**src/hdl/msta_pkg.sv**
```systemverilog
// ============================================================================
// msta_pkg: shared definitions for the mixed-radix time accumulator
// Widths, operation codes and the divider result bundle.
// ============================================================================
package msta_pkg;

  // Field widths fixed by the interface.
  localparam int HOURS_W = 32;
  localparam int RADIX_W = 16;
  localparam int DELTA_W = 32;

  // Seconds and minutes sums before normalization fit in 35 signed bits.
  localparam int ACC_W = 35;
  // Magnitude seen by the divider (one's complement of a negative value).
  localparam int MAG_W = ACC_W - 1;
  localparam int CNT_W = $clog2(MAG_W);
  // Hours part plus carry plus held hours fit in 37 signed bits.
  localparam int PART_W = 37;

  localparam logic [RADIX_W-1:0] RADIX_RESET = 16'd60;

  localparam logic signed [HOURS_W-1:0] HOURS_MAX = {1'b0, {(HOURS_W-1){1'b1}}};
  localparam logic signed [HOURS_W-1:0] HOURS_MIN = {1'b1, {(HOURS_W-1){1'b0}}};

  // Operation codes.
  localparam logic [1:0] FUNC_LOAD = 2'd0;
  localparam logic [1:0] FUNC_ADD  = 2'd1;
  localparam logic [1:0] FUNC_SUB  = 2'd2;

  // Configuration register indexes.
  localparam logic CFG_MPH = 1'b0;
  localparam logic CFG_SPM = 1'b1;

  // Result of the shared floor divider.
  typedef struct packed {
    logic                      done;
    logic signed [ACC_W-1:0]   quo;
    logic        [RADIX_W-1:0] rem;
  } div_res_t;

endpackage

```
**src/hdl/msta_div.sv**
```systemverilog
// ============================================================================
// msta_div: iterative signed floor divider
// Radix-2 restoring division of a signed value by a positive radix, one
// quotient bit per cycle, with floor rounding for negative dividends.
// ============================================================================
module msta_div
  import msta_pkg::*;
(
  input  logic                      clk,
  input  logic                      rst,
  input  logic                      start,
  input  logic signed [ACC_W-1:0]   dividend,
  input  logic        [RADIX_W-1:0] divisor,
  output div_res_t                  res
);

  logic                 busy;
  logic                 done;
  logic [CNT_W-1:0]     cnt;
  logic                 neg;
  logic [RADIX_W-1:0]   dvsr;
  logic [RADIX_W-1:0]   rem;
  logic [MAG_W-1:0]     qsh;

  logic [RADIX_W:0]     rem_sh;
  logic [RADIX_W:0]     diff;
  logic                 fits;
  logic [ACC_W-1:0]     mag;

  // A negative dividend is divided as its one's complement: floor(a/d) is
  // then the complement of the quotient and the remainder is d-1-R.
  assign mag    = dividend[ACC_W-1] ? ~dividend : dividend;
  assign rem_sh = {rem, qsh[MAG_W-1]};
  assign diff   = rem_sh - {1'b0, dvsr};
  assign fits   = rem_sh >= {1'b0, dvsr};

  always_ff @(posedge clk) begin
    if (rst) begin
      busy <= 1'b0;
      done <= 1'b0;
      cnt  <= '0;
    end else begin
      done <= 1'b0;
      if (start) begin
        busy <= 1'b1;
        cnt  <= '0;
      end else if (busy) begin
        cnt <= cnt + 1'b1;
        if (cnt == CNT_W'(MAG_W - 1)) begin
          busy <= 1'b0;
          done <= 1'b1;
        end
      end
    end
  end

  always_ff @(posedge clk) begin
    if (start) begin
      neg  <= dividend[ACC_W-1];
      dvsr <= divisor;
      rem  <= '0;
      qsh  <= mag[MAG_W-1:0];
    end else if (busy) begin
      rem <= fits ? diff[RADIX_W-1:0] : rem_sh[RADIX_W-1:0];
      qsh <= {qsh[MAG_W-2:0], fits};
    end
  end

  assign res.done = done;
  assign res.quo  = neg ? ~{1'b0, qsh} : {1'b0, qsh};
  assign res.rem  = neg ? (dvsr - 16'd1 - rem) : rem;

endmodule

```
**src/hdl/mixed_radix_time_accumulator.sv**
```systemverilog
// ============================================================================
// mixed_radix_time_accumulator: hours/minutes/seconds accumulator
// Loads, adds or subtracts a time delta and normalizes it by floor division.
// ============================================================================
// Each accepted item loads the held time, adds its delta to it, or subtracts
// its delta from it, and then normalizes: seconds are floor-divided by the
// seconds-per-minute radix and the quotient carries into minutes, which are
// floor-divided by the minutes-per-hour radix with the quotient carrying into
// hours. Minutes and seconds always end in 0 to radix-1, also for negative
// or unnormalized deltas; a radix of zero acts as one. Hours saturate at the
// signed 32-bit limits and hours_overflow flags the step that clamped them.
// Operation code 3 leaves the time as it is and reports it. Both divisions
// run one after the other on a single radix-2 divider that retires one
// quotient bit per cycle over a 34-bit magnitude; an item with code 3
// skips the divider. The result is registered at the output. One result
// item is returned per input item; the block accepts a new item while a
// finished result still waits at the output register, but does not finish
// it until that result is taken.
// Radices go through cfg_we/cfg_index/cfg_data; the user must write them
// only while the block is idle (not enforced by it). Both reset to 60.
// ============================================================================
module mixed_radix_time_accumulator
  import msta_pkg::*;
(
  input  logic                        clk,
  input  logic                        rst,

  input  logic                        in_valid,
  output logic                        in_ready,
  input  logic [1:0]                  func,
  input  logic signed [DELTA_W-1:0]   delta_hours,
  input  logic signed [DELTA_W-1:0]   delta_minutes,
  input  logic signed [DELTA_W-1:0]   delta_seconds,

  output logic                        out_valid,
  input  logic                        out_ready,
  output logic signed [HOURS_W-1:0]   out_hours,
  output logic        [RADIX_W-1:0]   out_minutes,
  output logic        [RADIX_W-1:0]   out_seconds,
  output logic                        hours_overflow,

  input  logic                        cfg_we,
  input  logic                        cfg_index,
  input  logic        [RADIX_W-1:0]   cfg_data
);

  typedef enum logic [2:0] {
    S_IDLE,
    S_SEC_GO,
    S_SEC_WAIT,
    S_MIN_GO,
    S_MIN_WAIT,
    S_FINISH
  } state_t;

  state_t state;

  // Configuration registers.
  logic [RADIX_W-1:0] minutes_per_hour;
  logic [RADIX_W-1:0] seconds_per_minute;
  logic [RADIX_W-1:0] mph_eff;
  logic [RADIX_W-1:0] spm_eff;

  // Held time.
  logic signed [HOURS_W-1:0] held_hours;
  logic        [RADIX_W-1:0] held_minutes;
  logic        [RADIX_W-1:0] held_seconds;

  // Working registers for the item in flight.
  logic signed [ACC_W-1:0]   s_acc;
  logic signed [ACC_W-1:0]   m_acc;
  logic signed [PART_W-1:0]  part;
  logic signed [HOURS_W-1:0] base_h;
  logic                      hold_only;

  // Values formed at acceptance.
  logic signed [ACC_W-1:0]   ds_x;
  logic signed [ACC_W-1:0]   dm_x;
  logic signed [ACC_W-1:0]   hs_x;
  logic signed [ACC_W-1:0]   hm_x;
  logic signed [PART_W-1:0]  dh_x;
  logic signed [ACC_W-1:0]   s_in;
  logic signed [ACC_W-1:0]   m_in;
  logic signed [PART_W-1:0]  part_in;
  logic signed [HOURS_W-1:0] base_in;
  logic                      hold_in;

  // Final hours.
  logic signed [PART_W-1:0]  h_sum;
  logic signed [HOURS_W-1:0] h_sat;
  logic                      h_ovf;

  logic                      in_acc;
  logic                      out_load;
  logic                      div_start;
  logic signed [ACC_W-1:0]   div_dividend;
  logic        [RADIX_W-1:0] div_divisor;
  div_res_t                  div_res;

  assign mph_eff = (minutes_per_hour == '0) ? 16'd1 : minutes_per_hour;
  assign spm_eff = (seconds_per_minute == '0) ? 16'd1 : seconds_per_minute;

  assign in_ready = (state == S_IDLE);
  assign in_acc   = in_valid && in_ready;
  // The finished result may only enter the output register once it is free.
  assign out_load = (state == S_FINISH) && (!out_valid || out_ready);

  always_comb begin
    ds_x    = ACC_W'(delta_seconds);
    dm_x    = ACC_W'(delta_minutes);
    dh_x    = PART_W'(delta_hours);
    hs_x    = ACC_W'({1'b0, held_seconds});
    hm_x    = ACC_W'({1'b0, held_minutes});
    s_in    = hs_x;
    m_in    = hm_x;
    part_in = '0;
    base_in = held_hours;
    hold_in = 1'b0;
    unique case (func)
      FUNC_LOAD: begin
        s_in    = ds_x;
        m_in    = dm_x;
        part_in = dh_x;
        base_in = '0;
      end
      FUNC_ADD: begin
        s_in    = hs_x + ds_x;
        m_in    = hm_x + dm_x;
        part_in = dh_x;
      end
      FUNC_SUB: begin
        s_in    = hs_x - ds_x;
        m_in    = hm_x - dm_x;
        part_in = -dh_x;
      end
      default: begin
        hold_in = 1'b1;
      end
    endcase
  end

  // The shared divider first reduces seconds, then minutes.
  assign div_start    = (state == S_SEC_GO) || (state == S_MIN_GO);
  assign div_dividend = (state == S_SEC_GO) ? s_acc : m_acc;
  assign div_divisor  = (state == S_SEC_GO) ? spm_eff : mph_eff;

  msta_div u_div (
    .clk      (clk),
    .rst      (rst),
    .start    (div_start),
    .dividend (div_dividend),
    .divisor  (div_divisor),
    .res      (div_res)
  );

  // Held hours plus the hours part, clamped to the 32-bit range.
  always_comb begin
    h_sum = PART_W'(base_h) + part;
    h_sat = h_sum[HOURS_W-1:0];
    h_ovf = 1'b0;
    if (h_sum > PART_W'(HOURS_MAX)) begin
      h_sat = HOURS_MAX;
      h_ovf = 1'b1;
    end else if (h_sum < PART_W'(HOURS_MIN)) begin
      h_sat = HOURS_MIN;
      h_ovf = 1'b1;
    end
  end

  // Configuration port.
  always_ff @(posedge clk) begin
    if (rst) begin
      minutes_per_hour   <= RADIX_RESET;
      seconds_per_minute <= RADIX_RESET;
    end else if (cfg_we) begin
      unique case (cfg_index)
        CFG_MPH: minutes_per_hour   <= cfg_data;
        CFG_SPM: seconds_per_minute <= cfg_data;
        default: ;
      endcase
    end
  end

  // Sequencer, held time and output register.
  always_ff @(posedge clk) begin
    if (rst) begin
      state        <= S_IDLE;
      out_valid    <= 1'b0;
      held_hours   <= '0;
      held_minutes <= '0;
      held_seconds <= '0;
    end else begin
      if (out_valid && out_ready && !out_load) begin
        out_valid <= 1'b0;
      end
      unique case (state)
        S_IDLE: begin
          if (in_acc) begin
            state <= hold_in ? S_FINISH : S_SEC_GO;
          end
        end
        S_SEC_GO: begin
          state <= S_SEC_WAIT;
        end
        S_SEC_WAIT: begin
          if (div_res.done) begin
            held_seconds <= div_res.rem;
            state        <= S_MIN_GO;
          end
        end
        S_MIN_GO: begin
          state <= S_MIN_WAIT;
        end
        S_MIN_WAIT: begin
          if (div_res.done) begin
            held_minutes <= div_res.rem;
            state        <= S_FINISH;
          end
        end
        S_FINISH: begin
          if (out_load) begin
            out_valid <= 1'b1;
            if (!hold_only) begin
              held_hours <= h_sat;
            end
            state <= S_IDLE;
          end
        end
        default: begin
          state <= S_IDLE;
        end
      endcase
    end
  end

  // Working registers and result payload.
  always_ff @(posedge clk) begin
    if (in_acc) begin
      s_acc     <= s_in;
      m_acc     <= m_in;
      part      <= part_in;
      base_h    <= base_in;
      hold_only <= hold_in;
    end else if (state == S_SEC_WAIT && div_res.done) begin
      m_acc <= m_acc + div_res.quo;
    end else if (state == S_MIN_WAIT && div_res.done) begin
      part <= part + PART_W'(div_res.quo);
    end
    if (out_load) begin
      out_hours      <= hold_only ? held_hours : h_sat;
      out_minutes    <= held_minutes;
      out_seconds    <= held_seconds;
      hours_overflow <= hold_only ? 1'b0 : h_ovf;
    end
  end

  // The divider only reports a result while the sequencer waits for one.
  assert property (@(posedge clk) disable iff (rst)
    div_res.done |-> (state == S_SEC_WAIT || state == S_MIN_WAIT))
    else $error("divider finished outside a wait state");

  // An accepted item always leaves the idle state.
  assert property (@(posedge clk) disable iff (rst)
    in_acc |=> (state != S_IDLE))
    else $error("accepted item did not start work");

  // A freshly computed result has normalized seconds and minutes.
  assert property (@(posedge clk) disable iff (rst)
    (out_load && !hold_only) |=>
      (out_seconds < spm_eff) && (out_minutes < mph_eff))
    else $error("result not normalized");

  // The overflow flag only accompanies a clamped hours value.
  assert property (@(posedge clk) disable iff (rst)
    (out_valid && hours_overflow) |->
      (out_hours == HOURS_MAX || out_hours == HOURS_MIN))
    else $error("overflow flagged without saturated hours");

endmodule

```
**config.mk**
```make
export PLATFORM = sky130hd
export DESIGN_NAME = mixed_radix_time_accumulator
export DESIGN_NICKNAME = d
export VERILOG_FILES = /design/src/hdl/msta_pkg.sv /design/src/hdl/msta_div.sv /design/src/hdl/mixed_radix_time_accumulator.sv
export SDC_FILE = /design/constraint.sdc
export NUM_CORES = 1
export LEC_CHECK = 0
export BUFFER_PORTS_ARGS = -buffer_cell sky130_fd_sc_hd__buf_2
export CAP_MARGIN = 10
export CORE_ASPECT_RATIO = 0.9
export CORE_UTILIZATION = 45
export DETAILED_ROUTE_END_ITERATION = 12
export GPL_TIMING_DRIVEN = 1
export PLACE_DENSITY = 0.68
export SLEW_MARGIN = 10
export SYNTH_ARGS = -nofsm -noshare
export SYNTH_HDL_FRONTEND = slang
export SYNTH_SLANG_ARGS = --single-unit
```
**constraint.sdc**
```tcl
create_clock -name clk -period 6 [get_ports clk]
set_input_delay 0.3 -clock clk [delete_from_list [all_inputs] [get_ports clk]]
set_output_delay 0.3 -clock clk [all_outputs]
set_load 0.01 [all_outputs]
```
; Yosys cells after proc, flatten, opt, wreduce, memory -nomap -nowiden
; Cells that the tools add are included.
[totals]
ff_bits = 380
wordCells = 120
[classes]
addsub = 12
order_cmp = 3
n_eq_ne = 13
muxes = 37
n_bitwise = 4
n_reduce_logical = 28
[ops]
columns = op, n
row1 = $pmux W35 S3, 2
row2 = $mux W35, 4
row3 = $mux W37, 3
row4 = $mux W34, 3
row5 = $mux W32, 3
row6 = $mux W16, 5
row7 = $pmux W37 S2, 1
row8 = $add A17 B32 Y33, 2
row9 = $sub A17 B32 Y33, 2
row10 = $add A32 B37 Y37, 1
row11 = $add A37 B35 Y37, 1
row12 = $gt A37 B32 Y1 const B, 1
row13 = $lt A37 B32 Y1 const B, 1
row14 = $neg A32 Y37, 1
row15 = $add A35 B35 Y35, 1
row16 = $not A34 Y35, 1
row17 = $not A34 Y34, 1
row18 = $logic_not A16 Y1, 2
row19 = $sub A16 B16 Y16, 2
row20 = $pmux W3 S6, 1
row21 = $ge A17 B16 Y1, 1
row22 = $sub A16 B1 Y16 const B, 1
row23 = $mux W3, 5
row24 = $reduce_and A2 Y1, 6
row25 = 20 further kinds, 46

; Longest topological paths before layout
[logic_depth]
word_depth = 8
ltp_mapped = 21
depth_no_buf = 16

; Cells and area by module
; From an unflattened synthesis, not the netlist that was laid out.
[unflattened]
hier_cells = 3275
hier_area_um2 = 28630.0
[by_module_without_submodules]
columns = mod, n_inst, cells_per_inst, area_each_um2, seq_area_each_um2
row1 = mixed_radix_time_accumulator, 1, 2678, 23227.3, 8097.8
row2 = msta_div, 1, 597, 5402.7, 2011.9

; Least setup slack after synthesis
; Ideal clock, no wire load.
[synth_path]
path_kind = input to register
start = input port func[0]
end = register s_acc[27], data pin
setup_ps = 260
arrival_time_ps = 4610
slack_ps = 1130
path_stages = 21
cell_sequence = inv_1 > ha_1 > clkbuf_1 > clkbuf_1 > clkbuf_1 > clkbuf_1 > buf_1 > mux2_2 > inv_1 > ha_1 > nor2b_1 > o21a_1 > o21ai_0 > a21oi_1 > o221ai_1 > a211oi_1 > o21ai_2 > nor3b_1 > o21ai_0 > a41o_1 > mux2_2
[synth_between]
elab_chain_len = 2
word_cells_on_any_way = 4
classes_between = 2 x eq/ne / 1 x mux / 1 x reduce/logical
[synth_lines]
columns = item, line_no
row1 = "start, declared", mixed_radix_time_accumulator.sv:30  ; input logic [1:0] func,
row2 = $eq A2 B2 Y1 (tied with other cells), mixed_radix_time_accumulator.sv:119  ; unique case (func)
row3 = $pmux W35 S3 *, mixed_radix_time_accumulator.sv:119
row4 = named net s_in[27], mixed_radix_time_accumulator.sv:82  ; logic signed [ACC_W-1:0] s_in;
row5 = "end signal, assigned", mixed_radix_time_accumulator.sv:239  ; s_acc <= s_in;
row6 = "end, declared", mixed_radix_time_accumulator.sv:70  ; logic signed [ACC_W-1:0] s_acc;
; The timed path passes the listed nets; every way through them passes the cells marked *.
; A chain may end at the register's enable or synchronous reset.

; Worst setup path in the final report
[layout_path]
start = register u_div.neg
end = register m_acc[30], data pin
[layout_between]
elab_chain_len = 4
[layout_lines]
columns = item, line_no
row1 = "start, declared", msta_div.sv:20  ; logic neg;
row2 = "start signal, assigned", msta_div.sv:59  ; neg <= dividend[ACC_W-1];
row3 = $mux W35, msta_div.sv:70  ; assign res.quo = neg ? ~{1'b0, qsh} : {1'b0, qsh};
row4 = $add A35 B35 Y35, mixed_radix_time_accumulator.sv:245  ; m_acc <= m_acc + div_res.quo;
row5 = $mux W35, mixed_radix_time_accumulator.sv:244  ; end else if (state == S_SEC_WAIT && div_res.done) begin
row6 = $mux W35, mixed_radix_time_accumulator.sv:238  ; if (in_acc) begin
row7 = "end signal, assigned", mixed_radix_time_accumulator.sv:240  ; m_acc <= m_in;
row8 = "end signal, assigned", mixed_radix_time_accumulator.sv:245
row9 = "end, declared", mixed_radix_time_accumulator.sv:71  ; logic signed [ACC_W-1:0] m_acc;
; No other way between the ends. The select of a mux whose other input is x is not followed.

==> results.cfg <==
[global_route]
antenna_found_initial = 14
grt_remaining_overflow = 0
grt.busiest_layer = met1
use_met3_pct = 3.52
grt_start_max_net_pins = 76
grt_pass1_vias = 20900
track_usage_pct = 24.6
use_met1_pct = 38.3
grt_pass1_wl_mm = 119
grt_use_met2_pct = 34.0

[logic_synthesis]
syn-num-nets = 3350
ys_seq_elements = 378
yosysSeqAreaShare_pct = 37.1
muxShareOfSynthArea_pct = 3.17
ys.flop_type = edfxtp_1
yosys.area_share.simple_pct = 16.6
synthesis.area_um2 = 27300
synth_compound_area_share_pct = 21.0
synth-edff-count = 254
yosysTopAreaCellShare_pct = 28.0
synth_fa_ha_area_share_pct = 8.68
ys.warnings.count = 0
postSynth.asyncResetShare_pct = 0
synth_xor_area_share_pct = 9.73
syn_avg_cell_area_um2 = 8.96
synth_top_area_cell = edfxtp_1
synth_top_family_by_area = compound AO/OA/AOI/OAI gates
netlist_instances = 3045
synth_cell_types = 83
synthTopCellsByArea = edfxtp_1, dfxtp_1, ha_1

[power_and_ir_drop]
p_comb_share_pct = 56.0
swShare_pct = 43.5
vdd_drop_max_v = 0.000275
power_frac_clock_pct = 17.4
p_sw_mw = 7.00
powerDensity_nw_per_um2 = 527
leakage_nw = 11.9
p_seq_share_pct = 26.6
intPower_mw = 9.11

[critical_path]
endpoint_kind = register
worstPathRequired_ns = 6.32
slowest_delay_ns = 0.88
crit_type = reg -> reg
arrival_ns = 5.16
crit_family = compound AO/OA/AOI/OAI gates
critPathMostFrequentCell = a21o_1
path_cells = buf_4, xor2_1, ha_1, a21o_1, a21o_1, a21oi_1, o21ai_0, a2111oi_0, nor2_1, a21o_1, a21oi_1, nor2b_1, o41ai_1, o211ai_1
start_kind = register
crit_buf_inv = 1
critPathSlowestCell = edfxtp_1
cp_max_fo = 23

[clock_network]
cts_tree = done
cts-htree-levels = 2
clock_sinks = 378
cts_resized = 0
clk_path_buf_depth = 3
insertion_delay_ns = 0.60
cts_root_buffer = clkbuf_16
cts_made_buffers = 43
clkTransAtPathRegs_ns = 0.06

[routing]
drt_iter0_drc = 2057
avgViaCountPerCell = 5.80
ant_nets = 0
drt-pass1-iter-count = 5
wl_mm = 77.0
vias = 23200
wire_per_inst_um = 19.2
drcViolationCount = 0

[sta]
rsz0062_at_grt = no
setup_tns_ns = 0
slew_headroom_pct = 19.6
fmax_mhz = 206
fin_crit_sh_pct = 80.8
maxSlewViolCount = 0
skew_ns = 0.0248
setup_violations = 0
period_needed_ns = 4.85
tightest_slew_ns = 1.20
hold_viol_final = 0

[floorplanning]
start_util_pct = 45.5
fp-row-count = 85
die_x_um = 262
die_h_um = 236
core_um2 = 59900
dieArea_um2 = 61600
io_pins = 187

[layout]
nFillCells = 5567
layout.nets = 3480
drive_above_1_share_pct = 10.7
post-route-util_pct = 51.1
mostFrequentLayoutCells = nand2_1, edfxtp_1, a21oi_1, nor2_1, o21ai_0
final_common_cell = nand2_1
areaGrowthSynthToFinish_pct = 12.2

[status]
status = complete, no violations

[job]
maxCapViolations = 0

[placement]
hpwl_mm = 57.4
gp_congestion = 0.931
io_buffers = 186

[min_path]
min_path_type = in -> reg
sequential cells by signal (all words and copies together), names as in the netlist, 16 cells and up:
register	cells
minutes_per_hour	16
part	37
out_seconds	16
held_minutes	16
seconds_per_minute	16
held_seconds	16
m_acc	35
out_minutes	16
out_hours	32
base_h	32
held_hours	32
u_div.rem	16
u_div.dvsr	16
u_div.qsh	34
s_acc	33
power by group through the flow:
stage	Sequential, mW	Combinational, mW	Clock [mW]
after floorplan	4.06	6.93	0
after global routing	4.34	10.0	2.93
after global placement	4.31	8.79	0
after detailed placement	4.31	8.83	0
after CTS	4.27	8.90	2.85
final	4.29	9.02	2.81
path summary, 6_finish.rpt:
kind                                         start                          endpoint  slack (ns)  cells after the start
setup / recovery               u_div.neg$_DFFE_PN_               m_acc[30]$_DFFE_PP_        1.15                     14
hold / removal                   delta_seconds[30]               s_acc[30]$_DFFE_PP_        0.06                      2
setup reg to reg               u_div.neg$_DFFE_PN_               m_acc[30]$_DFFE_PP_        1.15                     14
hold reg to reg   minutes_per_hour[0]$_SDFFE_PP0P_  minutes_per_hour[0]$_SDFFE_PP0P_        0.46                      2
per-layer routing:
layer | vias up | share of wire [%]
met2 | 842 | 40
met4 | 10 | 2.9
met5 | - | 0.084
li1 | 11500 | -
met3 | 114 | 8.2
met1 | 10800 | 49
kinds of logic after synthesis:
logic type	count (synthesis)
muxes	84
and+or+nand+nor	929
adders and majority gates	185
DFF	378
AOI/OAI and AO/OA	898
buffers and inverters	268
xor gates and xnor gates	303
synth_stat cells (all sizes together) (25+ instances only):
cell type,number
a31oi,27
xor2,115
nor4,35
edfxtp,254
a21oi,240
nand2b,33
a22oi,31
nor2b,77
xnor2,188
dfxtp,124
o21ai,205
inv,119
o22ai,33
nor3,67
nor2,229
mux2i,64
or3,31
a21o,81
ha,178
clkbuf,129
o21bai,25
nand3,43
nand2,290
a211oi,76
final cells by class:
cell class                      count  area (um2)  share of cell area [%]
Inverter                          121         457                    1.49
Timing Repair Buffer              232        1320                    4.30
Clock inverter                     26         350                    1.14
Multi-Input combinational cell   2399       16200                    53.0
Clock buffer                       54        1150                    3.75
Antenna cell                        8        20.0                  0.0654
Tap cell                          783         980                    3.20
Sequential cell                   378       10100                    33.0
stage by stage:
step	power [mW]	worst slack, ns	cells	cell area [um2]	hold WS (ns)
6_report	16.1	1.15	4001	30600	0.0620
5_1_grt	17.3	0.851	3999	30600	0.0518
4_1_cts	16.0	1.24	3993	30600	0.0295
3_5_place_dp	13.1	1.25	3897	28900	0.459
3_3_place_gp	13.1	1.42	3897	28900	0.447
2_1_floorplan	11.0	1.13	3045	27300	0.421
repair_timing:
| item | in CTS | in global routing |
|---|---|---|
| endpoints found under the hold margin | 32 | 0 |
| buffers inserted | 0 | 0 |
| hold buffers | 16 | 0 |
Note: power is estimated with default switching activity, not from simulation.
